[src/ayd_pkg.sv]
// ----------------------------------------------------------------------------
// ayd_pkg: shared types, constants and calendar functions
// Field widths, Gregorian calendar tables and the constant-reciprocal
// factor used to divide a year by 100 without a divider.
// ----------------------------------------------------------------------------
package ayd_pkg;

    localparam int unsigned YEAR_W  = 14;
    localparam int unsigned MON_W   = 4;
    localparam int unsigned DAY_W   = 5;
    localparam int unsigned SEC_W   = 17;
    localparam int unsigned DOY_W   = 9;
    localparam int unsigned AGE_Y_W = 13;
    localparam int unsigned AGE_D_W = 9;

    localparam logic [YEAR_W-1:0] YEAR_MIN = 14'd1;
    localparam logic [YEAR_W-1:0] YEAR_MAX = 14'd9999;
    localparam logic [SEC_W-1:0]  SEC_MAX  = 17'd86399;

    localparam logic [MON_W-1:0] MON_JAN = 4'd1;
    localparam logic [MON_W-1:0] MON_FEB = 4'd2;
    localparam logic [MON_W-1:0] MON_MAR = 4'd3;
    localparam logic [MON_W-1:0] MON_APR = 4'd4;
    localparam logic [MON_W-1:0] MON_MAY = 4'd5;
    localparam logic [MON_W-1:0] MON_JUN = 4'd6;
    localparam logic [MON_W-1:0] MON_JUL = 4'd7;
    localparam logic [MON_W-1:0] MON_AUG = 4'd8;
    localparam logic [MON_W-1:0] MON_SEP = 4'd9;
    localparam logic [MON_W-1:0] MON_OCT = 4'd10;
    localparam logic [MON_W-1:0] MON_NOV = 4'd11;
    localparam logic [MON_W-1:0] MON_DEC = 4'd12;

    localparam logic [DAY_W-1:0] DAY_FIRST = 5'd1;
    localparam logic [DAY_W-1:0] DAY_LEAP  = 5'd29;

    // floor(y / 100) = (y * 20972) >> 21, exact for y below 43690
    localparam int unsigned       DIV100_MUL_W = 15;
    localparam logic [14:0]       DIV100_MUL   = 15'd20972;
    localparam int unsigned       DIV100_SHIFT = 21;
    localparam int unsigned       Q100_W       = 8;
    localparam logic [6:0]        CENTURY      = 7'd100;

    localparam logic [DOY_W-1:0] YEAR_DAYS      = 9'd365;
    localparam logic [DOY_W-1:0] LEAP_YEAR_DAYS = 9'd366;

    typedef struct packed {
        logic [YEAR_W-1:0] year;
        logic [MON_W-1:0]  month;
        logic [DAY_W-1:0]  day;
        logic [SEC_W-1:0]  sec;
    } t_stamp;

    // Length of a month; zero for a month code that means nothing
    function automatic logic [DAY_W-1:0] month_days(input logic [MON_W-1:0] m,
                                                    input logic leap);
        logic [DAY_W-1:0] len;
        case (m)
            MON_JAN, MON_MAR, MON_MAY, MON_JUL,
            MON_AUG, MON_OCT, MON_DEC: len = 5'd31;
            MON_APR, MON_JUN, MON_SEP, MON_NOV: len = 5'd30;
            MON_FEB: len = leap ? 5'd29 : 5'd28;
            default: len = 5'd0;
        endcase
        return len;
    endfunction

    // Days in the common year before the first of month m
    function automatic logic [DOY_W-1:0] days_before(input logic [MON_W-1:0] m);
        logic [DOY_W-1:0] n;
        case (m)
            MON_JAN: n = 9'd0;
            MON_FEB: n = 9'd31;
            MON_MAR: n = 9'd59;
            MON_APR: n = 9'd90;
            MON_MAY: n = 9'd120;
            MON_JUN: n = 9'd151;
            MON_JUL: n = 9'd181;
            MON_AUG: n = 9'd212;
            MON_SEP: n = 9'd243;
            MON_OCT: n = 9'd273;
            MON_NOV: n = 9'd304;
            MON_DEC: n = 9'd334;
            default: n = 9'd0;
        endcase
        return n;
    endfunction

endpackage

[src/age_years_days_calc.sv]
// ----------------------------------------------------------------------------
// age_years_days_calc: completed years and days since a birth date
// Checks both timestamps, rejects future births and ages over the limit,
// and reports the age in years plus days since the last anniversary.
// ----------------------------------------------------------------------------
// Pipeline: an accepted beat passes the input, range, date, anniversary and
//   result registers in that order; o_done is registered with the result.
// Throughput: one beat per cycle while o_busy is low, set by the five-stage pipeline.
// Reset: synchronous, clears all valid flags; o_busy stays high during reset
//   and until the live flag is set after it, and is low from then on.
// The receiver cannot stall: each result is shown for exactly one cycle.
// ----------------------------------------------------------------------------
module age_years_days_calc #(
    parameter int unsigned MAX_AGE_YEARS = 5000
) (
    input  logic                        i_clk,
    input  logic                        i_rst_n,
    input  logic                        i_start,
    input  logic [ayd_pkg::YEAR_W-1:0]  i_birth_year,
    input  logic [ayd_pkg::MON_W-1:0]   i_birth_month,
    input  logic [ayd_pkg::DAY_W-1:0]   i_birth_day,
    input  logic [ayd_pkg::SEC_W-1:0]   i_birth_second_of_day,
    input  logic [ayd_pkg::YEAR_W-1:0]  i_now_year,
    input  logic [ayd_pkg::MON_W-1:0]   i_now_month,
    input  logic [ayd_pkg::DAY_W-1:0]   i_now_day,
    input  logic [ayd_pkg::SEC_W-1:0]   i_now_second_of_day,
    output logic                        o_busy,
    output logic                        o_done,
    output logic [ayd_pkg::AGE_Y_W-1:0] o_age_years,
    output logic [ayd_pkg::AGE_D_W-1:0] o_age_days,
    output logic                        o_bad_timestamp
);
    import ayd_pkg::*;

    localparam int unsigned VLD_STAGES = 4;
    localparam int unsigned DIFF_W     = DOY_W + 1;

    typedef struct packed {
        t_stamp birth;
        t_stamp now;
        logic   birth_rng_ok;
        logic   now_rng_ok;
    } t_stage_a;

    typedef struct packed {
        logic              bad;
        logic              feb29;
        logic              leap_now;
        logic              leap_prev;
        logic [YEAR_W-1:0] birth_year;
        logic [MON_W-1:0]  birth_month;
        logic [DAY_W-1:0]  birth_day;
        logic [YEAR_W-1:0] now_year;
        logic [MON_W-1:0]  now_month;
        logic [DAY_W-1:0]  now_day;
        logic [DOY_W-1:0]  doy_now;
    } t_stage_b;

    typedef struct packed {
        logic              bad;
        logic              step_back;
        logic [YEAR_W-1:0] years;
        logic [DOY_W-1:0]  doy_ann;
        logic [DOY_W-1:0]  doy_now;
        logic [DOY_W-1:0]  prev_len;
    } t_stage_c;

    logic                  accept;
    logic                  r_live;
    logic [VLD_STAGES-1:0] r_vld;
    logic                  r_done;
    t_stamp                r_birth;
    t_stamp                r_now;
    t_stage_a              n_a, r_a;
    t_stage_b              n_b, r_b;
    t_stage_c              n_c, r_c;
    logic [AGE_Y_W-1:0]    n_years, r_years;
    logic [AGE_D_W-1:0]    n_days, r_days;
    logic                  n_bad, r_bad;
    logic                  leap_birth, leap_now, leap_prev;
    logic [YEAR_W-1:0]     prev_year;

    assign accept = i_start && !o_busy;

    // control: live flag and valid shift line
    always_ff @(posedge i_clk) begin
        if (!i_rst_n) begin
            r_live <= 1'b0;
            r_vld  <= '0;
            r_done <= 1'b0;
        end else begin
            r_live <= 1'b1;
            r_vld  <= {r_vld[VLD_STAGES-2:0], accept};
            r_done <= r_vld[VLD_STAGES-1];
        end
    end

    // capture the input beat
    always_ff @(posedge i_clk) begin
        if (accept) begin
            r_birth <= '{i_birth_year, i_birth_month, i_birth_day,
                         i_birth_second_of_day};
            r_now   <= '{i_now_year, i_now_month, i_now_day, i_now_second_of_day};
        end
    end

    // leap flags of birth year, current year and the year before
    assign prev_year = r_now.year - YEAR_W'(1);

    ayd_leap u_leap_birth (.i_clk(i_clk), .i_year(r_birth.year), .o_leap(leap_birth));
    ayd_leap u_leap_now   (.i_clk(i_clk), .i_year(r_now.year),   .o_leap(leap_now));
    ayd_leap u_leap_prev  (.i_clk(i_clk), .i_year(prev_year),    .o_leap(leap_prev));

    // stage A: field range checks
    always_comb begin
        n_a.birth        = r_birth;
        n_a.now          = r_now;
        n_a.birth_rng_ok = (r_birth.year >= YEAR_MIN) && (r_birth.year <= YEAR_MAX) &&
                           (r_birth.month >= MON_JAN) && (r_birth.month <= MON_DEC) &&
                           (r_birth.day >= DAY_FIRST) && (r_birth.sec <= SEC_MAX);
        n_a.now_rng_ok   = (r_now.year >= YEAR_MIN) && (r_now.year <= YEAR_MAX) &&
                           (r_now.month >= MON_JAN) && (r_now.month <= MON_DEC) &&
                           (r_now.day >= DAY_FIRST) && (r_now.sec <= SEC_MAX);
    end

    always_ff @(posedge i_clk) begin
        r_a <= n_a;
    end

    // stage B: month length, future birth, day of year of now
    always_comb begin
        logic birth_ok;
        logic now_ok;
        logic future;
        birth_ok = r_a.birth_rng_ok &&
                   (r_a.birth.day <= month_days(r_a.birth.month, leap_birth));
        now_ok   = r_a.now_rng_ok &&
                   (r_a.now.day <= month_days(r_a.now.month, leap_now));
        future   = (r_a.birth > r_a.now);
        n_b.bad         = !birth_ok || !now_ok || future;
        n_b.feb29       = (r_a.birth.month == MON_FEB) && (r_a.birth.day == DAY_LEAP);
        n_b.leap_now    = leap_now;
        n_b.leap_prev   = leap_prev;
        n_b.birth_year  = r_a.birth.year;
        n_b.birth_month = r_a.birth.month;
        n_b.birth_day   = r_a.birth.day;
        n_b.now_year    = r_a.now.year;
        n_b.now_month   = r_a.now.month;
        n_b.now_day     = r_a.now.day;
        n_b.doy_now     = days_before(r_a.now.month) +
                          DOY_W'((r_a.now.month > MON_FEB) && leap_now) +
                          DOY_W'(r_a.now.day);
    end

    always_ff @(posedge i_clk) begin
        r_b <= n_b;
    end

    // stage C: pick the last anniversary and its day of year
    always_comb begin
        logic [MON_W-1:0] cur_m;
        logic [DAY_W-1:0] cur_d;
        logic             step;
        logic             ann_leap;
        logic             shift;
        logic [MON_W-1:0] ann_m;
        logic [DAY_W-1:0] ann_d;
        cur_m    = (r_b.feb29 && !r_b.leap_now) ? MON_MAR : r_b.birth_month;
        cur_d    = (r_b.feb29 && !r_b.leap_now) ? DAY_FIRST : r_b.birth_day;
        step     = (cur_m > r_b.now_month) ||
                   ((cur_m == r_b.now_month) && (cur_d > r_b.now_day));
        ann_leap = step ? r_b.leap_prev : r_b.leap_now;
        shift    = r_b.feb29 && !ann_leap;
        ann_m    = shift ? MON_MAR : r_b.birth_month;
        ann_d    = shift ? DAY_FIRST : r_b.birth_day;
        n_c.bad       = r_b.bad;
        n_c.step_back = step;
        n_c.years     = r_b.now_year - r_b.birth_year - YEAR_W'(step);
        n_c.doy_ann   = days_before(ann_m) + DOY_W'((ann_m > MON_FEB) && ann_leap) +
                        DOY_W'(ann_d);
        n_c.doy_now   = r_b.doy_now;
        n_c.prev_len  = r_b.leap_prev ? LEAP_YEAR_DAYS : YEAR_DAYS;
    end

    always_ff @(posedge i_clk) begin
        r_c <= n_c;
    end

    // stage D: day count, age limit, zero on error
    always_comb begin
        logic [DIFF_W-1:0] days;
        logic              too_old;
        if (r_c.step_back) begin
            days = DIFF_W'(r_c.prev_len) - DIFF_W'(r_c.doy_ann) + DIFF_W'(r_c.doy_now);
        end else begin
            days = DIFF_W'(r_c.doy_now) - DIFF_W'(r_c.doy_ann);
        end
        too_old = (r_c.years > YEAR_W'(MAX_AGE_YEARS));
        n_bad   = r_c.bad || too_old;
        n_years = n_bad ? '0 : r_c.years[AGE_Y_W-1:0];
        n_days  = n_bad ? '0 : days[AGE_D_W-1:0];
    end

    always_ff @(posedge i_clk) begin
        r_years <= n_years;
        r_days  <= n_days;
        r_bad   <= n_bad;
    end

    assign o_busy          = !r_live;
    assign o_done          = r_done;
    assign o_age_years     = r_years;
    assign o_age_days      = r_days;
    assign o_bad_timestamp = r_bad;

    // every accepted beat gives a result once it leaves the pipeline
    a_latency: assert property (@(posedge i_clk) disable iff (!i_rst_n)
        accept |-> ##5 o_done)
        else $error("accepted beat produced no result");

    // no result without a matching accepted beat before it
    a_no_phantom: assert property (@(posedge i_clk) disable iff (!i_rst_n)
        o_done |-> $past(accept, 5))
        else $error("result without an accepted beat");

    // an error result carries zero age
    a_bad_zero: assert property (@(posedge i_clk) disable iff (!i_rst_n)
        (o_done && o_bad_timestamp) |-> (o_age_years == '0 && o_age_days == '0))
        else $error("error result with nonzero age");

    // days since anniversary never exceed a common year
    a_days_range: assert property (@(posedge i_clk) disable iff (!i_rst_n)
        o_done |-> (o_age_days <= AGE_D_W'(YEAR_DAYS)))
        else $error("day count out of range");

endmodule

[src/ayd_leap.sv]
// ----------------------------------------------------------------------------
// ayd_leap: Gregorian leap-year flag
// Divides the year by 100 through a constant reciprocal, registers the
// quotient with the year, then tests the 4-year, century and 400-year rules.
// ----------------------------------------------------------------------------
module ayd_leap (
    input  logic                       i_clk,
    input  logic [ayd_pkg::YEAR_W-1:0] i_year,
    output logic                       o_leap
);
    import ayd_pkg::*;

    localparam int unsigned PROD_W = YEAR_W + DIV100_MUL_W;

    logic [PROD_W-1:0] prod;
    logic [Q100_W-1:0] n_q100;
    logic [Q100_W-1:0] r_q100;
    logic [YEAR_W-1:0] r_year;
    logic [YEAR_W:0]   cent_back;
    logic              century;

    // divide by 100 with the reciprocal multiply
    assign prod   = PROD_W'(i_year) * PROD_W'(DIV100_MUL);
    assign n_q100 = prod[DIV100_SHIFT +: Q100_W];

    // hold year and quotient for the rule check
    always_ff @(posedge i_clk) begin
        r_year <= i_year;
        r_q100 <= n_q100;
    end

    // century when the quotient times 100 gives the year back
    assign cent_back = (YEAR_W+1)'(r_q100) * (YEAR_W+1)'(CENTURY);
    assign century   = (cent_back == {1'b0, r_year});
    assign o_leap    = (r_year[1:0] == 2'b00) && (!century || (r_q100[1:0] == 2'b00));

endmodule
[config.mk]
export PLATFORM = sky130hd
export DESIGN_NAME = age_years_days_calc
export DESIGN_NICKNAME = d
export VERILOG_FILES = /design/src/ayd_pkg.sv /design/src/age_years_days_calc.sv /design/src/ayd_leap.sv
export SDC_FILE = /design/constraint.sdc
export NUM_CORES = 1
export LEC_CHECK = 0
export BUFFER_PORTS_ARGS = -buffer_cell sky130_fd_sc_hd__buf_2
export CORE_ASPECT_RATIO = 0.9
export CORE_MARGIN = 2
export CORE_UTILIZATION = 55
export DETAILED_ROUTE_END_ITERATION = 8
export PLACE_DENSITY_LB_ADDON = 0.05
export SETUP_SLACK_MARGIN = 0.1
export SKIP_CTS_REPAIR_TIMING = 1
export SLEW_MARGIN = 30
export SYNTH_ARGS = -nofsm -noshare
export SYNTH_HDL_FRONTEND = slang
export SYNTH_HIERARCHICAL = 1
export SYNTH_SLANG_ARGS = --single-unit
[constraint.sdc]
create_clock -name i_clk -period 6 [get_ports i_clk]
set_clock_uncertainty 0.1 [all_clocks]
set_input_delay 0.9 -clock i_clk [delete_from_list [all_inputs] [get_ports i_clk]]
set_output_delay 0.9 -clock i_clk [all_outputs]
set_load 0.02 [all_outputs]
## Word level (Yosys, flattened, before mapping)

Memories as Yosys holds them, arrays and structs flattened. A register that Yosys moved wholly into a read port is not among the register bits.
Cells that the tools add are included.

- Register bits: 331
- Bits in read-only memories: 288
- Bits of input ports: 83
- Output and inout bits: 25
- Memories: 2

Memory list:

| memory | depth | width | read ports | clocked after memory_dff | wr ports | line | source |
|---|---|---|---|---|---|---|---|
| (no name shown) | 16 | 9 | 1 | 1 | 0 | ayd_pkg.sv:70 | `case (m)` |
| (no name shown) | 16 | 9 | 1 | 0 | 0 | ayd_pkg.sv:70 |  |

- $add $sub $neg: 10
- $mul: 6
- Magnitude comparators: 20
- Equality and inequality tests: 29
- Mux-type cells: 12
- Reductions and logical operators: 47

Operator list:

| operator | number |
|---|---|
| multiplier 14 x 13 -> 27 bit, second input constant | 3 |
| equality test 15 x 14 -> 1 bit | 3 |
| equality test 4 bit, second input constant | 10 |
| > comparator 40 bit | 1 |
| multiplier 8 x 5 -> 13 bit, second input constant | 3 |
| less-or-equal comparator 17 bit, second input constant | 2 |
| equality test 4 x 3 -> 1 bit, second input constant | 8 |
| case mux 5 bit (3 select lines) | 2 |
| greater-or-equal comparator 14 x 1 -> 1 bit, second input constant | 2 |
| less-or-equal comparator 14 bit, second input constant | 2 |
| logical AND 1 bit | 22 |
| adder 9 x 1 -> 9 bit | 2 |
| adder 9 x 5 -> 9 bit | 2 |
| subtractor 9 bit | 2 |
| equality test 4 x 2 -> 1 bit, second input constant | 4 |
| > comparator 14 x 13 -> 1 bit, second input constant | 1 |
| OR reduction 7 bit | 2 |
| subtractor 14 x 1 -> 14 bit | 1 |
| subtractor 14 x 1 -> 14 bit, second input constant | 1 |
| subtractor 14 bit | 1 |
| logical NOT 2 bit | 6 |
| greater-or-equal comparator 5 x 1 -> 1 bit, second input constant | 2 |
| less-or-equal comparator 5 bit | 2 |
| 2-to-1 mux 5 bit | 2 |
| 16 further kinds | 38 |

## Longest topological paths before layout

Gate-level depths: netlist of the first run.

- Depth after elaboration: 14
- Depth in mapped cells: 25
- Gate-level depth less buffers: 25

## By module

Netlist of the first run, hierarchy kept.

By module, submodules not included:

| module | instances | cells an instance | area each (um^2) |
|---|---|---|---|
| age_years_days_calc | 1 | 1001 | 11766.3 |
| ayd_leap (u_leap_now) | 1 | 480 | 4769.6 |
| ayd_leap (u_leap_birth) | 1 | 459 | 4715.8 |
| ayd_leap (u_leap_prev) | 1 | 454 | 4642.0 |

## Least setup slack after synthesis of the first run

Ideal clock, no wire load.

- Path kind: flip-flop to flip-flop
- Start: register r_now, in the netlist n_a[31]
- End: register u_leap_prev.r_q100[1]
- Setup time: 0.127 ns
- Arrival time: 5.916 ns
- Path slack: -0.143 ns
- Stages on the path, launching flop included: 20
- Buffers on the path: 0
- Cells stage by stage: edfxtp_1 nor4_1 nand2_1 nor2_1 nand2_1 xnor2_1 ha_1 fa_1 fa_1 fa_1 inv_1 fa_1 inv_1 ha_1 and3_1 a221o_1 a211o_1 a221oi_1 o21ai_0 xor2_1

- Word-level cells in the longest chain between the ends: 2

RTL lines:

| item | line | source |
|---|---|---|
| from (decl) | age_years_days_calc.sv:73 | `t_stamp r_now;` |
| from (signal assigned) | age_years_days_calc.sv:103 | `r_now <= '{i_now_year, i_now_month, i_now_day, i_now_second_of_day};` |
| subtractor 14 x 1 -> 14 bit | age_years_days_calc.sv:108 | `assign prev_year = r_now.year - YEAR_W'(1);` |
| net prev_year[11] | age_years_days_calc.sv:81 | `logic [YEAR_W-1:0] prev_year;` |
| multiplier 14 x 13 -> 27 bit | ayd_leap.sv:23 | `assign prod = PROD_W'(i_year) * PROD_W'(DIV100_MUL);` |
| net u_leap_prev.prod[22] | ayd_leap.sv:15 | `logic [PROD_W-1:0] prod;` |
| to (signal assigned) | ayd_leap.sv:29 | `r_q100 <= n_q100;` |
| to (decl) | ayd_leap.sv:17 | `logic [Q100_W-1:0] r_q100;` |

The timed path passes the listed nets, and every way through them passes these cells.
A chain may end at the register's enable or synchronous reset.

## Final worst setup path of the first run

- Start: register r_now, in the netlist n_a[32]
- End: register u_leap_prev.r_q100[4]

Same word-level chain as after synthesis.

==> results of run 1 <==
[registers in the layout (all words and copies together) (netlist names), named ones only]
signal,cells
r_c,36
r_live,1
o_bad_timestamp,1
o_done,1
u_leap_now/r_q100,8
u_leap_now/r_year,14
r_a,36
u_leap_prev/r_q100,8
r_vld,4
n_a,80
u_leap_birth/r_q100,8
r_b,49
o_age_days,9
n_b,46
n_c,10
o_age_years,13
u_leap_prev/r_year,14
u_leap_birth/r_year,14
[power breakdown]
part,leakage [nW],switching [mW],internal [mW]
Clock,0.690,1.05,1.55
Combinational,10.8,4.06,3.30
Sequential,3.11,0.202,2.71
Total,14.6,5.31,7.56
[kinds of logic after synthesis]
family | after synthesis
adders and majority gates | 714
buffers and inverters | 476
xor gates and xnor gates | 136
AOI/OAI and AO/OA | 342
and+or+nand+nor | 352
DFF | 361
muxes | 13
[per-stage QoR]
stage / std cells / util / TNS (ns) / total power, mW / setup slack (ns)
2_1_floorplan: 2394 / - / 0 / 8.60 / 0.102
3_3_place_gp: 3141 / 0.590 / 0 / 10.0 / 0.0991
3_5_place_dp: 3141 / 0.590 / -0.00751 / 10.2 / -0.00751
4_1_cts: 3215 / 0.621 / -0.0239 / 12.9 / -0.0208
5_1_grt: 3228 / 0.626 / 0 / 14.1 / 0.0419
6_report: 3229 / 0.626 / 0 / 12.9 / 0.279
[layout make-up]
cell class                 instances  area share
antenna                            2    0.000172
clock buffer                      50      0.0379
clock inverter                    24      0.0113
inverter                         466      0.0600
multi-input combinational       1557       0.558
sequential                       361       0.276
tap                              616      0.0265
timing repair buffer             153      0.0307
[path summary, 6_finish.rpt]
path,to,slack [ns]
max,u_leap_prev/r_q100[4],0.28
max reg2reg,u_leap_prev/r_q100[4],0.28
min,r_c[42],0.21
min reg2reg,r_c[42],0.21
[synth_stat cells (6+ instances only)]
master | count | area share
a31oi_1 | 12 | 0.0029
and2_1 | 17 | 0.0041
fa_1 | 208 | 0.16
dfxtp_1 | 281 | 0.22
nand3_1 | 30 | 0.0058
nor2_1 | 80 | 0.012
o21ai_1 | 8 | 0.0015
a21o_1 | 47 | 0.014
edfxtp_1 | 80 | 0.093
xnor2_1 | 94 | 0.032
a211oi_2 | 7 | 0.0034
inv_1 | 466 | 0.068
ha_1 | 506 | 0.24
nor3_1 | 23 | 0.0044
mux2i_1 | 8 | 0.0031
nand2_1 | 62 | 0.0090
nand2b_1 | 15 | 0.0036
clkbuf_1 | 6 | 0.00087
a211oi_1 | 16 | 0.0046
nand4_1 | 34 | 0.0082
o21ai_0 | 50 | 0.0097
o21bai_1 | 9 | 0.0026
o211ai_1 | 16 | 0.0046
xor2_1 | 42 | 0.014
a21oi_1 | 100 | 0.019
and3_1 | 27 | 0.0065
nor4_1 | 11 | 0.0027
or3_1 | 7 | 0.0017
o21a_1 | 11 | 0.0032
nor2b_1 | 17 | 0.0041
[worst max-delay path: cells and delay by family, from the launching register on]
kind | cells | cell delay, ns
AOI/OAI and AO/OA | 5 | 1.04
xor gates and xnor gates | 1 | 0.26
adders and majority gates | 6 | 2.59
buffers and inverters | 5 | 0.35
DFF | 1 | 0.45
and+or+nand+nor | 3 | 0.81
[per-layer routing]
metal	vias to the layer above	share of wire
li1	8427	-
met5	-	0
met3	62	0.032
met4	0	0.021
met2	249	0.46
met1	8085	0.49
==> results.py, run 1 <==
metrics = {
    "logic_synthesis": {
        "synthSimpleGateAreaFrac": 0.0707,
        "synth_compound_area_frac": 0.0916,
        "yosysWarnings": 6,
        "synth_edf_count": 80,
        "yosysUniqueCellTypes": 81,
        "syn_area_per_cell_um2": 10.8,
        "syn_area_mm2": 0.0259,
        "synth_top_family_by_area": "adder cells",
        "synthXorXnorAreaFrac": 0.0460,
        "synthMuxAreaShare": 0.00657,
        "ys_seq_area_frac": 0.310,
        "synthCells": 2394,
        "synthAdderAreaFrac": 0.405,
        "ys.flop_type": "dfxtp_1",
        "ys_ff_latch": 361,
        "async_flop_share": 0,
        "synth_nets": 3191,
    },
    "layout": {
        "nNetsFinal": 3376,
        "layout_common_cells": "503 x ha_1, 465 x inv_1, 281 x dfxtp_1, 208 x fa_1, 107 x buf_2",
        "final_area_mm2": 0.0291,
        "area_growth_pct": 12.5,
        "nFillCells": 3879,
        "drive_gt1_frac": 0.111,
        "area.sequential_mm2": 0.00803,
        "layout_commonest_cell": "ha_1",
        "multi_input_area_mm2": 0.0163,
    },
    "sta": {
        "hold_ws_ns": 0.212,
        "max_slew_margin": 0.390,
        "slew_violations": 0,
        "max_slew.worst_pin.slew_ns": 0.915,
        "period_needed_ns": 5.72,
        "hold_viol": 0,
        "finalSetupViolCount": 0,
        "rsz0062_at_grt": "true",
        "max_freq_mhz": 175,
        "fin_crit_sh": 0.953,
    },
    "floorplan": {
        "io_pins": 108,
        "num_rows": 75,
        "initial_utilization": 0.556,
        "dieArea_mm2": 0.0488,
        "die_w_um": 233,
        "coreArea_mm2": 0.0465,
        "dieHeight_um": 210,
    },
    "critical_path": {
        "worstPathRequired_ns": 6.35,
        "criticalPathCategory": "reg -> reg",
        "crit_slowest_cell": "fa_1",
        "cp-end-kind": "register",
        "worstSetupStartpoint": "n_a[32]",
        "r2r-start": "n_a[32]",
        "reg2reg_depth": 20,
        "worst-path-max-fanout": 6,
        "cp.arrival_ns": 6.07,
        "cp-start-kind": "register",
        "critPathMaxStageDelay_ns": 0.53,
        "crit_path_cell_trace": "nor4_4 > nand3_4 > nor3b_2 > xor2_2 > buf_4 > fa_1 > ha_1 > inv_1 > fa_1 > inv_1 > fa_1 > inv_1 > fa_1 > inv_1 > ha_1 > a21o_1 > a21o_1 > a21oi_1 > o41ai_2 > o311a_1",
    },
    "worst_hold_path": {
        "hold_depth": 0,
        "hp-class": "reg -> reg",
        "holdCritStartpoint": "n_c[42]",
    },
    "cts": {
        "clock_latency_ns": 0.58,
        "cts_root_buffer": "clkbuf_16",
        "cts_max_level": 2,
        "cts_sinks": 361,
        "numCtsBuffers": 40,
        "cts_buffer_depth": 3,
        "clk_pin_slew_ns": 0.06,
        "cts_tree": "done",
    },
    "grt": {
        "gr-usage-met2": 0.373,
        "first_global_vias": 17400,
        "grt.overflow.total": 0,
        "gr-usage-met1": 0.319,
        "grt.busiest_layer": "met2",
        "grt_max_degree": 68,
        "grt_pass1_wl_mm": 87.9,
        "met3_usage": 0.0307,
        "track_usage": 0.228,
        "antenna_found_initial": 1,
    },
    "placement": {
        "hpwl_mm": 44.7,
        "place_congestion": 0.857,
        "place_area_mm2": 0.0274,
        "port_buffers": 107,
    },
    "route": {
        "antenna_left": 0,
        "drcViolationCount": 0,
        "vias": 16800,
        "firstDrtPassIters": 5,
        "viasPerCell": 5.21,
        "first_iter_violations": 674,
        "wl_per_cell_um": 16.7,
        "routed_wirelength_mm": 54.0,
    },
    "power": {
        "power.leakage_nw": 14.6,
        "cellPowerDensity_mw_per_mm2": 442,
        "vdd_drop_max_v": 0.000302,
    },
    "job": {
        "cap_viol_max_count": 0,
    },
    "outcome": {
        "status": "completed",
    },
}
Power figures use the tool's default switching activity.
==> run 2, diff against run 1 <==
- BUFFER_PORTS_ARGS: -buffer_cell sky130_fd_sc_hd__buf_2 -> -buffer_cell sky130_fd_sc_hd__buf_4
==> run 2 against run 1 <==
Net effect:
- worst hold slack improved by 0.013 ns
- flip-flop and latch count unchanged
- clock-buffer cell count increased by 6
- critical path type unchanged
==> results.py, run 2 (synthesis gave the netlist of run 1 again) <==
metrics = {
    "critical_path": {
        "cp-start-kind": "register",
        "critPathMostFrequentCell": "fa_1",
        "critPathMaxStageDelay_ns": 0.54,
        "crit_path_cell_trace": "buf_4 > nor3_1 > nand2_1 > nor3_2 > xor2_2 > buf_4 > fa_1 > ha_1 > fa_1 > fa_1 > inv_1 > fa_1 > inv_1 > ha_1 > a211oi_2 > o21ai_1 > a2111oi_2 > o21ai_1 > a31oi_1 > xnor2_1",
        "worst-path-max-fanout": 5,
        "criticalPathCategory": "reg -> reg",
        "worstPathRequired_ns": 6.41,
        "crit_slowest_cell": "fa_1",
        "cp-end-kind": "register",
        "cp.arrival_ns": 6.12,
        "reg2reg_slack_ns": 0.28,
    },
    "sta": {
        "fin_crit_sh": 0.953,
        "hold_viol": 0,
        "slew_violations": 0,
        "finalSetupViolCount": 0,
        "max_freq_mhz": 175,
        "max_slew_margin": 0.431,
        "max_slew.worst_pin.slew_ns": 0.851,
        "period_needed_ns": 5.72,
        "rsz0062_at_grt": "true",
        "setup_slack_ns": 0.283,
    },
    "cts": {
        "cts_root_buffer": "clkbuf_16",
        "cts_sinks": 361,
        "cts_tree": "done",
        "numCtsBuffers": 40,
        "cts_buffer_depth": 3,
        "cts_max_level": 2,
        "clock_latency_ns": 0.57,
        "clk_pin_slew_ns": 0.06,
    },
    "outcome": {
        "status": "completed",
    },
    "route": {
        "viasPerCell": 5.19,
        "wl_per_cell_um": 16.7,
        "first_iter_violations": 701,
        "firstDrtPassIters": 4,
        "routed_wirelength_mm": 53.8,
        "vias": 16700,
        "drcViolationCount": 0,
        "antenna_left": 0,
    },
    "layout": {
        "area.sequential_mm2": 0.00803,
        "largest_reg_flops": 80,
        "area_growth_pct": 13.2,
        "multi_input_area_mm2": 0.0163,
        "layout_common_cells": "502 x ha_1, 465 x inv_1, 281 x dfxtp_1, 208 x fa_1, 146 x buf_4",
        "layout_commonest_cell": "ha_1",
        "drive_gt1_frac": 0.108,
        "nNetsFinal": 3371,
        "nFillCells": 3871,
    },
    "floorplan": {
        "coreArea_mm2": 0.0465,
        "dieArea_mm2": 0.0488,
        "io_pins": 108,
        "num_rows": 75,
        "initial_utilization": 0.556,
        "die_w_um": 233,
        "dieHeight_um": 210,
    },
    "placement": {
        "place_congestion": 0.876,
        "pre_cts_ws_ns": -0.0781,
        "port_buffers": 107,
        "hpwl_mm": 44.8,
    },
    "grt": {
        "grt.overflow.total": 0,
        "first_global_vias": 17500,
        "grt_max_degree": 53,
        "track_usage": 0.229,
        "grt_pass1_wl_mm": 88.4,
        "antenna_found_initial": 0,
    },
    "job": {
        "cap_viol_max_count": 0,
    },
    "worst_hold_path": {
        "hp-class": "reg -> reg",
    },
    "power": {
        "vdd_drop_max_v": 0.000282,
        "power.leakage_nw": 14.7,
        "cellPowerDensity_mw_per_mm2": 437,
        "total_power_mw": 12.8,
    },
}
[run 2: cell count changes in the layout (fill, tap and decap cells not counted), sizes merged]
cell,change
inv,-3
diode,-1
clkinvlp,-4
bufinv,-2
clkinv,+2
clkbuf,+6
buf,-5
[run 2: final timing paths]
check	from	end	depth (start not counted)
max	n_a[34]	u_leap_prev/r_q100[7]	20
max reg2reg	n_a[34]	u_leap_prev/r_q100[7]	20
min	n_c[16]	r_c[16]	0
min reg2reg	n_c[16]	r_c[16]	0
[run 2: final cells by class]
class | instances | area share
Timing Repair Buffer | 148 | 0.0382
Clock buffer | 56 | 0.0383
Antenna cell | 1 | 0.0000854
Clock inverter | 17 | 0.00828
Inverter | 466 | 0.0597
Multi-Input combinational cell | 1557 | 0.555
Tap cell | 616 | 0.0263
Sequential cell | 361 | 0.274
[run 2: power breakdown]
group,switching [mW],internal [mW]
Sequential,0.199,2.71
Combinational,4.08,3.32
Clock,1.03,1.46
[run 2: per-stage QoR]
stage	cells	hold WS, ns	utilization	setup TNS (ns)	instance area, um^2
after floorplan	2394	0.210	-	0	25900
after global placement	3142	0.211	0.596	0	27700
after detailed placement	3142	0.212	0.596	-0.198	27700
after CTS	3215	0.225	0.625	-0.275	29100
after global routing	3221	0.230	0.630	0	29300
final	3222	0.225	0.630	0	29300
[run 2: critical path: cells and delay by family, from the launching register on]
kind	cells	cell delay [ns]
buffers and inverters	4	0.49
flip-flops	1	0.44
AO/OA/AOI/OAI	5	1.10
AND/OR/NAND/NOR	3	0.52
XOR/XNOR	2	0.36
adder cells (fa/ha/maj)	6	2.63
[run 2: layer usage]
layer / up-vias / GRT usage / part of all wire
met5: - / 0 / 0
met4: 0 / 0.0619 / 0.023
met3: 68 / 0.0266 / 0.028
met2: 221 / 0.372 / 0.46
met1: 8010 / 0.324 / 0.49
li1: 8414 / - / -
==> run 3, diff against run 2 <==
- clock period: 6 -> 5.5 ns (I/O delays scaled with it)
==> run 3 against run 2 <==
Net effect:
- the flow now finishes with violations (setup timing)
- register-to-register slack got worse by 0.38 ns
- fmax rose by 2.2%
- setup slack got worse by 0.38 ns
- sequential power rose by 8.2%
- critical endpoint is now u_leap_prev/r_q100[1]
- largest power group unchanged
==> results.py, run 3 (synthesis gave the netlist of run 1 again) <==
metrics = {
    "route": {
        "vias": 17000,
        "wl_per_cell_um": 16.6,
        "antenna_left": 0,
        "viasPerCell": 5.18,
        "drcViolationCount": 0,
        "first_iter_violations": 780,
        "firstDrtPassIters": 5,
        "routed_wirelength_mm": 54.5,
    },
    "grt": {
        "gr-usage-met1": 0.320,
        "grt_max_degree": 43,
        "antenna_found_initial": 0,
        "gr-usage-met2": 0.379,
        "grt_pass1_wl_mm": 89.2,
        "track_usage": 0.230,
        "grt.overflow.total": 0,
        "first_global_vias": 17600,
        "grt.busiest_layer": "met2",
        "met3_usage": 0.0365,
    },
    "sta": {
        "finalSetupViolCount": 6,
        "hold_viol": 0,
        "period_needed_ns": 5.59,
        "hold_ws_ns": 0.226,
        "fin_crit_sh": 1.02,
        "setup_slack_ns": -0.0931,
        "max_slew_margin": 0.486,
        "rsz0062_at_grt": "true",
        "slew_violations": 0,
        "max_slew.worst_pin.slew_ns": 0.768,
        "max_freq_mhz": 179,
    },
    "power": {
        "power.leakage_nw": 15.0,
        "cellPowerDensity_mw_per_mm2": 477,
        "p_switching_mw": 5.87,
        "p_seq_frac": 0.220,
        "p_comb_frac": 0.594,
        "swShare": 0.410,
        "vdd_drop_max_v": 0.000330,
        "p_int_mw": 8.44,
        "clkPwrFrac": 0.186,
    },
    "floorplan": {
        "io_pins": 108,
        "initial_utilization": 0.556,
        "die_w_um": 233,
        "dieArea_mm2": 0.0488,
        "dieHeight_um": 210,
        "coreArea_mm2": 0.0465,
        "num_rows": 75,
    },
    "worst_hold_path": {
        "holdCritStartpoint": "n_c[12]",
        "hp-class": "reg -> reg",
    },
    "critical_path": {
        "criticalPathCategory": "reg -> reg",
        "worstSetupStartpoint": "n_a[28]",
        "cp.arrival_ns": 5.94,
        "worst-path-max-fanout": 5,
        "cp-end-kind": "register",
        "worstPathRequired_ns": 5.85,
        "cp-start-kind": "register",
        "reg2reg_slack_ns": -0.09,
        "r2r-start": "n_a[28]",
    },
    "layout": {
        "area_growth_pct": 15.8,
        "nFillCells": 3740,
        "drive_gt1_frac": 0.140,
        "nNetsFinal": 3424,
        "n_antenna_cell": 0,
        "layout_common_cells": "493 x ha_1, 457 x inv_1, 280 x dfxtp_1, 205 x fa_1, 193 x buf_4",
        "layout_commonest_cell": "ha_1",
        "final_cells": 3274,
        "largest_reg_flops": 80,
    },
    "placement": {
        "port_buffers": 107,
        "hpwl_mm": 45.1,
        "dp.cells": 3180,
        "place_congestion": 0.882,
    },
    "cts": {
        "cts_sinks": 361,
        "cts_buffer_depth": 3,
        "clock_latency_ns": 0.56,
        "cts_max_level": 2,
        "numCtsBuffers": 40,
        "cts_tree": "done",
        "clk_pin_slew_ns": 0.06,
        "cts_root_buffer": "clkbuf_16",
    },
    "job": {
        "cap_viol_max_count": 0,
    },
    "outcome": {
        "violations": "setup timing",
        "status": "complete, but fails checks",
    },
}
-- run 3: path summary, 6_finish.rpt --
kind,to,cells after the start
worst max-delay path,u_leap_prev/r_q100[1],20
worst min-delay path,r_c[12],0
worst max register to register,u_leap_prev/r_q100[1],20
worst min register to register,r_c[12],0
-- run 3: stage by stage --
| step | instance area [um^2] | TNS, ns | power, mW | worst slack [ns] | util |
|---|---|---|---|---|---|
| 5_1_grt | 30000 | -1.96 | 15.6 | -0.316 | 0.644 |
| 4_1_cts | 29600 | -1.14 | 14.3 | -0.196 | 0.636 |
| 3_3_place_gp | 28300 | -0.145 | 11.3 | -0.0407 | 0.608 |
| 6_report | 30000 | -0.379 | 14.3 | -0.0931 | 0.644 |
| 3_5_place_dp | 28300 | -0.900 | 11.5 | -0.172 | 0.608 |
| 2_1_floorplan | 26200 | 0 | 9.60 | 0.0124 | - |
-- run 3: power groups by stage --
stage,clock network [mW],registers (mW),logic (mW)
finish,2.66,3.15,8.49
global route,2.85,3.18,9.59
CTS,2.74,3.16,8.38
detailed placement,0,3.22,8.29
global placement,0,3.21,8.10
floorplan,0,3.15,6.45
-- run 3: layer usage --
| layer | part of all wire | up-vias | routed length (um) |
|---|---|---|---|
| li1 | - | 8524 | - |
| met1 | 0.48 | 8137 | 26100 |
| met2 | 0.46 | 229 | 25300 |
| met3 | 0.037 | 62 | 2000 |
| met4 | 0.019 | 0 | 1040 |
| met5 | 0 | - | 0 |
-- run 3: area by class of cell --
type	count	area, um^2	area share
Clock inverter	14	151	0.00505
Tap cell	616	771	0.0257
Sequential cell	361	8030	0.268
Timing Repair Buffer	201	1560	0.0519
Clock buffer	59	1160	0.0386
Inverter	466	1750	0.0583
Multi-Input combinational cell	1557	16600	0.553
-- run 3: worst max-delay path, cell delays in order, from the launching register on --
cell and delay, ns:
edfxtp_1 0.45, nor4_4 0.35, nand2_2 0.17, nor2_4 0.17, nand2_4 0.08, xnor2_4 0.22, buf_4 0.17, ha_4 0.20
fa_1 0.51, fa_1 0.44, fa_1 0.52, inv_1 0.05, fa_1 0.49, inv_2 0.05, ha_4 0.21, and3_4 0.18
a221o_1 0.35, a211o_1 0.28, a221oi_2 0.25, o21ai_1 0.11, xor2_1 0.14
